[config.mk]
export PLATFORM = sky130hd
export DESIGN_NAME = sfha_front
export DESIGN_NICKNAME = d
export VERILOG_FILES = /design/src/rtl/sfha_pkg.sv /design/src/rtl/sfha_front.sv
export SDC_FILE = /design/constraint.sdc
export NUM_CORES = 1
export LEC_CHECK = 0
export ABC_AREA = 1
export BUFFER_PORTS_ARGS = -buffer_cell sky130_fd_sc_hd__buf_2
export CORE_MARGIN = 1.5
export CORE_UTILIZATION = 49
export DETAILED_ROUTE_END_ITERATION = 12
export PLACE_DENSITY = 0.74
export SETUP_SLACK_MARGIN = 0.05
export SYNTH_ARGS = -nofsm -noshare
export SYNTH_HDL_FRONTEND = slang
export SYNTH_SLANG_ARGS = --single-unit
[constraint.sdc]
create_clock -name i_clk -period 3.95 [get_ports i_clk]
set_clock_uncertainty 0.15 [all_clocks]
set_input_delay 0.1975 -clock i_clk [delete_from_list [all_inputs] [get_ports i_clk]]
set_output_delay 0.1975 -clock i_clk [all_outputs]
set_load 0.02 [all_outputs]
[src/rtl/sfha_pkg.sv]
// ============================================================================
// Segregated-fit heap allocator package
// Shared constants, header and command types, and class helper functions.
// ============================================================================
package sfha_pkg;

    localparam int HEAP_BYTES   = 65536;
    localparam int SIZE_CLASSES = 32;

    localparam int WORDS      = HEAP_BYTES / 4;
    localparam int WI         = $clog2(WORDS);
    localparam int LW         = WI + 1;
    localparam int LEN_W      = WI + 3;
    localparam int CL_W       = $clog2(SIZE_CLASSES);
    localparam int FC_W       = WI + 5;
    localparam int HDR_WORDS  = 3;
    localparam int MIN_WORDS  = 5;
    localparam int HDR_BYTES  = 12;
    localparam int MIN_BYTES  = 20;
    localparam int LAST_W     = WORDS - MIN_WORDS;
    localparam int END_OFF    = WORDS * 4;
    localparam int LAST_OFF   = END_OFF - MIN_BYTES;
    localparam int INIT_LEN   = (LAST_W - MIN_WORDS) * 4 - HDR_BYTES;
    localparam int FB_MAX     = 131071;

    typedef logic [WI-1:0] t_widx;
    typedef logic [LW-1:0] t_link;

    // One chunk header: address neighbours, free-list links (0 none, else index + 1).
    typedef struct packed {
        t_widx nxt;
        t_widx prv;
        t_link fnext;
        t_link fprev;
        logic  live;
        logic  used;
    } t_hdr;

    typedef enum logic [1:0] {K_QUERY, K_ALLOC, K_FREE, K_FAIL} t_kind;

    // Classified word handed from the front end to the back end.
    typedef struct packed {
        t_kind       kind;
        logic [5:0]  cls;
        logic [30:0] size_w;
        t_widx       off_w;
    } t_cmd;

    typedef struct packed {
        logic [31:0] addr;
        logic        status;
        logic [16:0] fb;
    } t_res;

    typedef enum logic [1:0] {F_PRV, F_FNEXT, F_FPREV} t_fld;

    typedef enum logic [4:0] {
        S_IDLE, S_ALC_FIND, S_ALC_RD, S_ALC_LD, S_ALC_SPLIT, S_ALC_PUSH, S_ALC_DONE,
        S_UL0, S_UL1, S_PU0, S_PU1, S_RMW_RD, S_RMW_WR,
        S_FR_RD, S_FR_CHK, S_FR_XRD, S_FR_XCHK, S_FR_XM,
        S_FR_PRD, S_FR_PCHK, S_FR_PM, S_FR_PPUSH, S_DONE
    } t_state;

    // Bit length of v, which is floor(log2 v) + 1 for nonzero v.
    function automatic logic [5:0] f_bitlen(input logic [32:0] v);
        logic [5:0] r;
        r = '0;
        for (int i = 0; i < 33; i++) begin
            if (v[i]) begin
                r = 6'(i + 1);
            end
        end
        return r;
    endfunction

    // Free-list class of a chunk length, capped at the top class.
    function automatic logic [CL_W-1:0] f_list_class(input logic [LEN_W-1:0] len);
        int n;
        n = 0;
        for (int i = 0; i < LEN_W; i++) begin
            if (len[i]) begin
                n = i;
            end
        end
        if (n >= SIZE_CLASSES) begin
            n = SIZE_CLASSES - 1;
        end
        return CL_W'(n);
    endfunction

    localparam logic [CL_W-1:0] INIT_CLASS = f_list_class(LEN_W'(INIT_LEN));
    localparam int              INIT_FC    = INIT_LEN - HDR_BYTES;

    // Headers of the three chunks laid out at reset.
    function automatic t_hdr f_init_hdr(input logic [1:0] which);
        t_hdr h;
        h = '0;
        h.live = 1'b1;
        case (which)
            2'd0: begin
                h.nxt  = WI'(MIN_WORDS);
                h.prv  = WI'(LAST_W);
                h.used = 1'b1;
            end
            2'd1: begin
                h.nxt  = WI'(LAST_W);
                h.prv  = '0;
                h.used = 1'b0;
            end
            default: begin
                h.nxt  = '0;
                h.prv  = WI'(MIN_WORDS);
                h.used = 1'b1;
            end
        endcase
        return h;
    endfunction

endpackage

[src/rtl/sfha_front.sv]
// ============================================================================
// Allocator front end
// Accepts request words, classifies them and queues them for the back end.
// ============================================================================
module sfha_front (
    input  logic                i_clk,
    input  logic                i_rst_n,
    input  logic                push,
    output logic                full,
    input  logic [1:0]          i_operation,
    input  logic [31:0]         i_request_bytes,
    input  logic [31:0]         i_block_address,
    input  logic [31:0]         i_heap_base,
    output logic                o_cmd_valid,
    input  logic                i_cmd_pop,
    output sfha_pkg::t_cmd      o_cmd
);
    import sfha_pkg::*;

    t_cmd        r_q [2];
    logic        r_wp;
    logic        r_rp;
    logic [1:0]  r_cnt;

    logic [32:0] size_b;
    logic [32:0] size_r;
    logic [5:0]  start_cls;
    logic [31:0] off_b;
    logic        free_ok;
    t_cmd        cls_cmd;
    logic        do_push;
    logic        do_pop;

    always_comb begin
        size_r  = ({1'b0, i_request_bytes} + 33'd3) & ~33'd3;
        size_b  = (size_r < 33'd8) ? 33'd8 : size_r;
        start_cls = f_bitlen(size_b - 33'd1);
        off_b   = i_block_address - i_heap_base - 32'(HDR_BYTES);
        free_ok = (i_block_address != 32'd0) && (off_b < 32'(END_OFF)) &&
                  (off_b[1:0] == 2'b00) && (off_b != 32'd0) &&
                  (off_b != 32'(LAST_OFF));

        cls_cmd        = '0;
        cls_cmd.cls    = start_cls;
        cls_cmd.size_w = size_b[32:2];
        cls_cmd.off_w  = off_b[WI+1:2];
        case (i_operation)
            2'd0: begin
                if (i_request_bytes == 32'd0 || start_cls >= 6'(SIZE_CLASSES)) begin
                    cls_cmd.kind = K_FAIL;
                end else begin
                    cls_cmd.kind = K_ALLOC;
                end
            end
            2'd1: begin
                cls_cmd.kind = free_ok ? K_FREE : K_QUERY;
            end
            default: begin
                cls_cmd.kind = K_QUERY;
            end
        endcase
    end

    assign full        = (r_cnt == 2'd2);
    assign o_cmd_valid = (r_cnt != 2'd0);
    assign o_cmd       = r_q[r_rp];
    assign do_push     = push && !full;
    assign do_pop      = i_cmd_pop && o_cmd_valid;

    always_ff @(posedge i_clk) begin
        if (!i_rst_n) begin
            r_wp  <= 1'b0;
            r_rp  <= 1'b0;
            r_cnt <= 2'd0;
        end else begin
            if (do_push) begin
                r_wp <= ~r_wp;
            end
            if (do_pop) begin
                r_rp <= ~r_rp;
            end
            r_cnt <= r_cnt + 2'(do_push) - 2'(do_pop);
        end
    end

    always_ff @(posedge i_clk) begin
        if (do_push) begin
            r_q[r_wp] <= cls_cmd;
        end
    end

endmodule

==> impl_metrics.env, run 1 <==
export IMPL_finalCritPeriodShare_pct=97.9
export IMPL_dieArea_um2=18600
export IMPL_cpMaxStageDelayCell="nor2_4"
export IMPL_pwr_density_cell_nw_per_um2=368
export IMPL_relSlewSlack_pct=38.6
export IMPL_worst_slack_ns=0.0828
export IMPL_register_area_um2=3280
export IMPL_synth_edf_count=106
export IMPL_gp_congestion=0.952
export IMPL_final_antenna_net_count=0
export IMPL_fin_util_pct=66.3
export IMPL_fillers=1415
export IMPL_synthFlopType="edfxtp_1"
export IMPL_fin_crit_ns=3.87
export IMPL_multiInputGateArea_um2=5060
export IMPL_post_drt_wl_per_cell_um=14.6
export IMPL_syn_num_nets=1206
export IMPL_r2r_start="r_cnt[1]"
export IMPL_critPathLaunchType="input port"
export IMPL_numCtsBuffers=9
export IMPL_syn_area_per_cell_um2=8.42
export IMPL_maxCapViolations=0
export IMPL_final_net_count=1510
export IMPL_netlist_area_leader_share_pct=36.4
export IMPL_yosys_area_top_type="edfxtp_1"
export IMPL_critPathMaxStageDelay_ns=0.27
export IMPL_finalSetupViolations=0
export IMPL_cpMostUsedCell="nand2_1"
export IMPL_synthArstFlopShare_pct=0
export IMPL_postSynthCellCount=1038
export IMPL_diodes=0
export IMPL_worstRegToRegCells=8
export IMPL_hp_class="in -> reg"
export IMPL_ctsRootBufferMaster="clkbuf_16"
export IMPL_placed_cell_area_um2=10800
export IMPL_grt_setup_unrepaired="yes"
export IMPL_drive_above_1_share_pct=36.8
export IMPL_hold_viol=0
export IMPL_yosysWarningCount=0
export IMPL_synth_seq_cells=111
export IMPL_timing_worst_setup_path_type="in -> reg"
export IMPL_yosysMostFrequentCell="nand2_1"
export IMPL_r2r_slack_ns=1.70
export IMPL_clk_pin_slew_ns=0.07
export IMPL_tightest_slew_ns=0.912
export IMPL_antenna_found_initial=1
export IMPL_viasPerCell=5.13
export IMPL_clock_path_buffers=2
export IMPL_overflow=0
export IMPL_yosys_top_cells_area="edfxtp_1, ha_1, nand2_1, inv_1, mux2_2"
export IMPL_synthTopCellsByCount="nand2_1, inv_1, edfxtp_1, nor2_1, ha_1"
export IMPL_slew_violations=0
export IMPL_worstReg2RegEnd="r_cnt[1]"
export IMPL_critical_path_required_ns=3.92
export IMPL_max_clock_freq_ghz=0.259
export IMPL_grt_pass1_vias=7680
export IMPL_grt_pass1_wl_um=35500
export IMPL_io_pins=157
export IMPL_syn2layout_area_growth_pct=31.8
export IMPL_vias=8068
export IMPL_start_util_pct=50.3
export IMPL_first_pass_iters=5
export IMPL_status="complete, no violations"
export IMPL_cp_max_fo=7
export IMPL_p_total_mw=4.24
export IMPL_wl_um=22900
export IMPL_yosysUniqueCellTypes=48
export IMPL_cp_arrival_ns=3.83
export IMPL_hold_ws_ns=0.0186
export IMPL_peakVddDrop_mv=0.242
export IMPL_htree_num_levels=3
export IMPL_clk_latency_ns=0.36
export IMPL_drtIter0Drc=418
export IMPL_place_port_buffers=156
export IMPL_synth_area_um2=8740
export IMPL_cts_tree="done"
export IMPL_drc=0
export IMPL_track_usage_pct=24.3
export IMPL_fin_area_um2=11500
export IMPL_min_path_cells=4
export IMPL_dieWidth_um=137
export IMPL_core_um2=17400
export IMPL_leakage_nw=5.43
export IMPL_rows=48
export IMPL_holdCritStartpoint="i_cmd_pop"
export IMPL_cp_end_kind="register"
export IMPL_clock_sinks=111
export IMPL_grt_max_degree=54
export IMPL_seq_area_frac_synth_pct=37.6
export IMPL_die_h_um=137
export IMPL_dp_hpwl_um=18100
export IMPL_pre_cts_slack_ns=-0.242
==> cells by family after synthesis <==
group | count (synthesis) | share of synthesized area [%]
DFF | 111 | 37.6
muxes | 53 | 6.83
and+or+nand+nor | 459 | 25.9
adders and majority gates | 66 | 9.54
xor gates and xnor gates | 50 | 5.01
buffers and inverters | 196 | 8.42
AOI/OAI and AO/OA | 103 | 6.67
==> layout by cell type (no fill, tap or decap), types with 3 or more instances in the layout <==
| cell type | netlist | routed |
|---|---|---|
| nor2_2 | 6 | 20 |
| xor2_1 | 23 | 20 |
| edfxtp_1 | 106 | 106 |
| ha_1 | 65 | 64 |
| o21bai_1 | 3 | 3 |
| o21ai_0 | 30 | 25 |
| xnor2_1 | 27 | 26 |
| nand2_4 | 7 | 11 |
| nand3b_2 | 4 | 4 |
| buf_4 | 0 | 141 |
| buf_2 | 0 | 152 |
| buf_6 | 0 | 3 |
| o21ai_1 | 2 | 7 |
| inv_1 | 186 | 183 |
| nor2_1 | 95 | 68 |
| xor2_2 | 0 | 3 |
| nor3_4 | 0 | 3 |
| o21a_1 | 3 | 3 |
| nor4_1 | 23 | 21 |
| a21oi_1 | 47 | 43 |
| clkbuf_16 | 0 | 9 |
| nand3_1 | 23 | 22 |
| nand2_2 | 18 | 35 |
| nor2_4 | 7 | 20 |
| a21oi_2 | 0 | 4 |
| nand4_1 | 26 | 26 |
| a31oi_1 | 5 | 3 |
| nand3b_1 | 13 | 13 |
| nand2_1 | 210 | 189 |
| dfxtp_1 | 5 | 4 |
| nor3_1 | 11 | 9 |
| inv_2 | 3 | 6 |
| mux2_2 | 53 | 53 |
==> critical path: cells and delay by family <==
family,cells,cell delay [ns]
buffers and inverters,2,0.21
adders and majority gates,1,0.14
and+or+nand+nor,38,3.08
xor gates and xnor gates,1,0.19
==> worst max path at each step <==
stage | start | cells past startpoint | end
after floorplan | i_request_bytes[2] | 28 | r_q[0][49]
after global placement | i_request_bytes[6] | 28 | r_q[0][48]
after detailed placement | i_request_bytes[6] | 44 | r_q[0][45]
after CTS | i_request_bytes[2] | 30 | r_q[1][48]
after global routing | i_request_bytes[3] | 42 | r_q[0][45]
final | i_request_bytes[3] | 42 | r_q[0][45]
==> layout make-up <==
| type | count | area share, % |
|---|---|---|
| Multi-Input combinational cell | 731 | 44.0 |
| Sequential cell | 111 | 28.5 |
| Timing Repair Buffer | 299 | 16.4 |
| Inverter | 190 | 6.19 |
| Tap cell | 225 | 2.44 |
| Clock buffer | 9 | 1.96 |
| Clock inverter | 7 | 0.489 |
==> stage by stage <==
step,TNS [ns],cells
finish,0,1572
detailed placement,-2.32,1551
global placement,-1.43,1551
CTS,0,1568
floorplan,0,1038
global route,-0.855,1572
==> per-layer routing <==
layer | global-route usage, % | vias to the layer above | wire length, um
li1 | - | 4074 | -
met1 | 29.4 | 3698 | 9520
met2 | 44.5 | 247 | 11600
met3 | 3.37 | 47 | 1150
met4 | 7.62 | 2 | 582
met5 | 0 | - | 13
==> power by group <==
part | switching [mW] | total [mW] | internal [mW]
Clock | 0.434 | 0.871 | 0.437
Combinational | 1.04 | 1.75 | 0.708
Sequential | 0.0770 | 1.62 | 1.55
==> flip-flops by register name, indices dropped and copies added, names as in the netlist, named ones only <==
name,flops
r_wp,1
r_cnt,2
r_rp,1
r_q,106
==> timing repair <==
item | 4_1_cts | 5_1_grt
pin swaps | 0 | 44
gates resized for setup | 1 | 96
endpoints found under the setup margin | 2 | 12
buffers inserted | 0 | 4
hold buffers | 1 | 0
endpoints found under the hold margin | 4 | 0
No activity file was read; power rests on OpenSTA's default activity.
==> inputs of run 2 (changes only) <==
--- a/config.mk
+++ b/config.mk
@@ -8,9 +8,9 @@
 export ABC_AREA = 1
 export BUFFER_PORTS_ARGS = -buffer_cell sky130_fd_sc_hd__buf_2
 export CORE_MARGIN = 1.5
-export CORE_UTILIZATION = 49
+export CORE_UTILIZATION = 52
 export DETAILED_ROUTE_END_ITERATION = 12
-export PLACE_DENSITY = 0.74
+export PLACE_DENSITY_LB_ADDON = 0.2
 export SETUP_SLACK_MARGIN = 0.05
 export SYNTH_ARGS = -nofsm -noshare
 export SYNTH_HDL_FRONTEND = slang
==> run 2 against run 1 <==
- sequential share of layout area fell by 0.27 points
- largest power group unchanged
- critical path type unchanged
- final area grew 0.97%
- cell count about the same
- largest cell class unchanged
==> impl_metrics.env, run 2 (synthesized netlist as in run 1, its figures left out) <==
export IMPL_status="complete, no violations"
export IMPL_hold_viol=0
export IMPL_cp_arrival_ns=3.65
export IMPL_critPathMaxStageDelay_ns=0.19
export IMPL_clk_latency_ns=0.36
export IMPL_grt_util_met1_pct=28.9
export IMPL_critPathLaunchType="input port"
export IMPL_drive_above_1_share_pct=37.6
export IMPL_dp_cells=1541
export IMPL_first_pass_iters=4
export IMPL_syn2layout_area_growth_pct=33.1
export IMPL_grt_max_degree=33
export IMPL_startpoint="i_request_bytes[7]"
export IMPL_largest_register_ffs=106
export IMPL_final_antenna_net_count=0
export IMPL_layout_commonest_cell="inv_1"
export IMPL_stdcell_count=1571
export IMPL_grt_setup_unrepaired="yes"
export IMPL_htree_num_levels=3
export IMPL_place_port_buffers=156
export IMPL_io_pins=157
export IMPL_fillers=1286
export IMPL_viasPerCell=5.10
export IMPL_overflow=0
export IMPL_post_drt_wl_per_cell_um=14.1
export IMPL_cpMaxStageDelayCell="nor2_4"
export IMPL_ctsRootBufferMaster="clkbuf_16"
export IMPL_cp_end_kind="register"
export IMPL_cpMostUsedCell="nand2_1"
export IMPL_reg_largest_list="r_q: 106 flops, r_cnt: 2 flops"
export IMPL_grt_pass1_wl_um=35300
export IMPL_numCtsBuffers=9
export IMPL_rows=47
export IMPL_timing_worst_setup_path_type="in -> reg"
export IMPL_met2_usage_pct=46.7
export IMPL_critical_path_required_ns=3.92
export IMPL_core_um2=16500
export IMPL_final_cell_mix="inv_1, nand2_1, buf_2, buf_4, edfxtp_1"
export IMPL_r2r_start="r_cnt[1]"
export IMPL_gp_congestion=0.935
export IMPL_slew_violations=0
export IMPL_die_h_um=133
export IMPL_peakVddDrop_mv=0.268
export IMPL_relSlewSlack_pct=39.0
export IMPL_cp_max_fo=6
export IMPL_start_util_pct=52.9
export IMPL_holdCritStartpoint="i_operation[1]"
export IMPL_clk_pin_slew_ns=0.07
export IMPL_grt_busiest_layer="met2"
export IMPL_clock_sinks=111
export IMPL_drc=0
export IMPL_grt_pass1_vias=7670
export IMPL_cts_tree="done"
export IMPL_max_clock_freq_ghz=0.272
export IMPL_r2r_slack_ns=1.74
export IMPL_dieArea_um2=17600
export IMPL_antenna_found_initial=3
export IMPL_drtIter0Drc=356
export IMPL_clock_path_buffers=2
export IMPL_final_net_count=1511
export IMPL_dp_hpwl_um=17900
export IMPL_grt_use_met3_pct=4.67
export IMPL_finalCritPeriodShare_pct=93.2
export IMPL_leakage_nw=5.50
export IMPL_wl_um=22100
export IMPL_tightest_slew_ns=0.905
export IMPL_top_register="r_q"
export IMPL_fin_crit_ns=3.68
export IMPL_dieWidth_um=133
export IMPL_pwr_density_cell_nw_per_um2=373
export IMPL_maxCapViolations=0
export IMPL_hp_class="in -> reg"
export IMPL_track_usage_pct=25.3
export IMPL_worst_slack_ns=0.268
export IMPL_vias=8010
export IMPL_finalSetupViolations=0
export IMPL_pre_cts_slack_ns=-0.216
==> run 2: changes by cell type in the layout (fill, tap and decap cells not counted), moves of 3 or more <==
cell     previous run  this run
nand2_1           189       176
nor2_2             20        25
nand2_2            35        44
nor2_4             20        23
xor2_1             20        23
o21ai_0            25        28
xor2_2              3         0
nand2_4            11        15
o21ai_1             7         3
buf_2             152       148
diode_2             0         3
nor2_1             68        61
==> run 2: final cells by class <==
| type | count | area [um^2] | area share, % |
|---|---|---|---|
| antenna | 3 | 7.51 | 0.0646 |
| clock buffer | 10 | 229 | 1.97 |
| clock inverter | 6 | 76.3 | 0.656 |
| inverter | 190 | 713 | 6.13 |
| multi-input combinational | 732 | 5120 | 44.0 |
| sequential | 111 | 3280 | 28.2 |
| tap | 220 | 275 | 2.37 |
| timing repair buffer | 299 | 1920 | 16.6 |
==> run 2: report_power, final <==
| group | leakage, nW | switching (mW) | internal [mW] | total [mW] |
|---|---|---|---|---|
| combinational | 4.32 | 1.03 | 0.745 | 1.78 |
| sequential | 1.03 | 0.0889 | 1.55 | 1.63 |
| clock | 0.149 | 0.424 | 0.502 | 0.926 |
==> run 2: worst paths after layout <==
kind	to	depth (start not counted)
max	r_q[1][45]	44
min	r_q[1][52]	2
min reg2reg	register	1
max reg2reg	r_cnt[1]	8
==> run 2: timing repair <==
action | CTS | global route
hold buffers | 1 | 0
gates resized for setup | 0 | 116
endpoints found under the setup margin | 0 | 12
hold endpoints to repair | 5 | 0
setup buffers | 0 | 9
==> run 2: metrics by stage <==
stage | hold WS, ns | power, mW | setup TNS [ns] | utilization [%] | instance area, um^2
after floorplan | 0.141 | 2.77 | 0 | - | 8760
after global placement | 0.273 | 3.35 | -1.31 | 65.5 | 10800
after detailed placement | 0.273 | 3.39 | -2.08 | 65.5 | 10800
after CTS | 0.00943 | 4.31 | 0 | 67.4 | 11100
after global routing | 0.0207 | 4.58 | -0.383 | 70.3 | 11600
final | 0.0152 | 4.34 | 0 | 70.4 | 11600
==> run 2: worst max-delay path: cells and delay by family <==
kind                     cells  cell delay, ns
AND/OR/NAND/NOR             34            2.36
buffers and inverters        8            0.82
adder cells (fa/ha/maj)      1            0.14
XOR/XNOR                     1            0.14
==> run 2: routing by layer <==
metal  vias to the layer above  part of all wire (%)
met5                         -                     0
met1                      3673                    41
met4                         0                   3.2
met3                        51                   4.2
li1                       4083                     -
met2                       203                    51
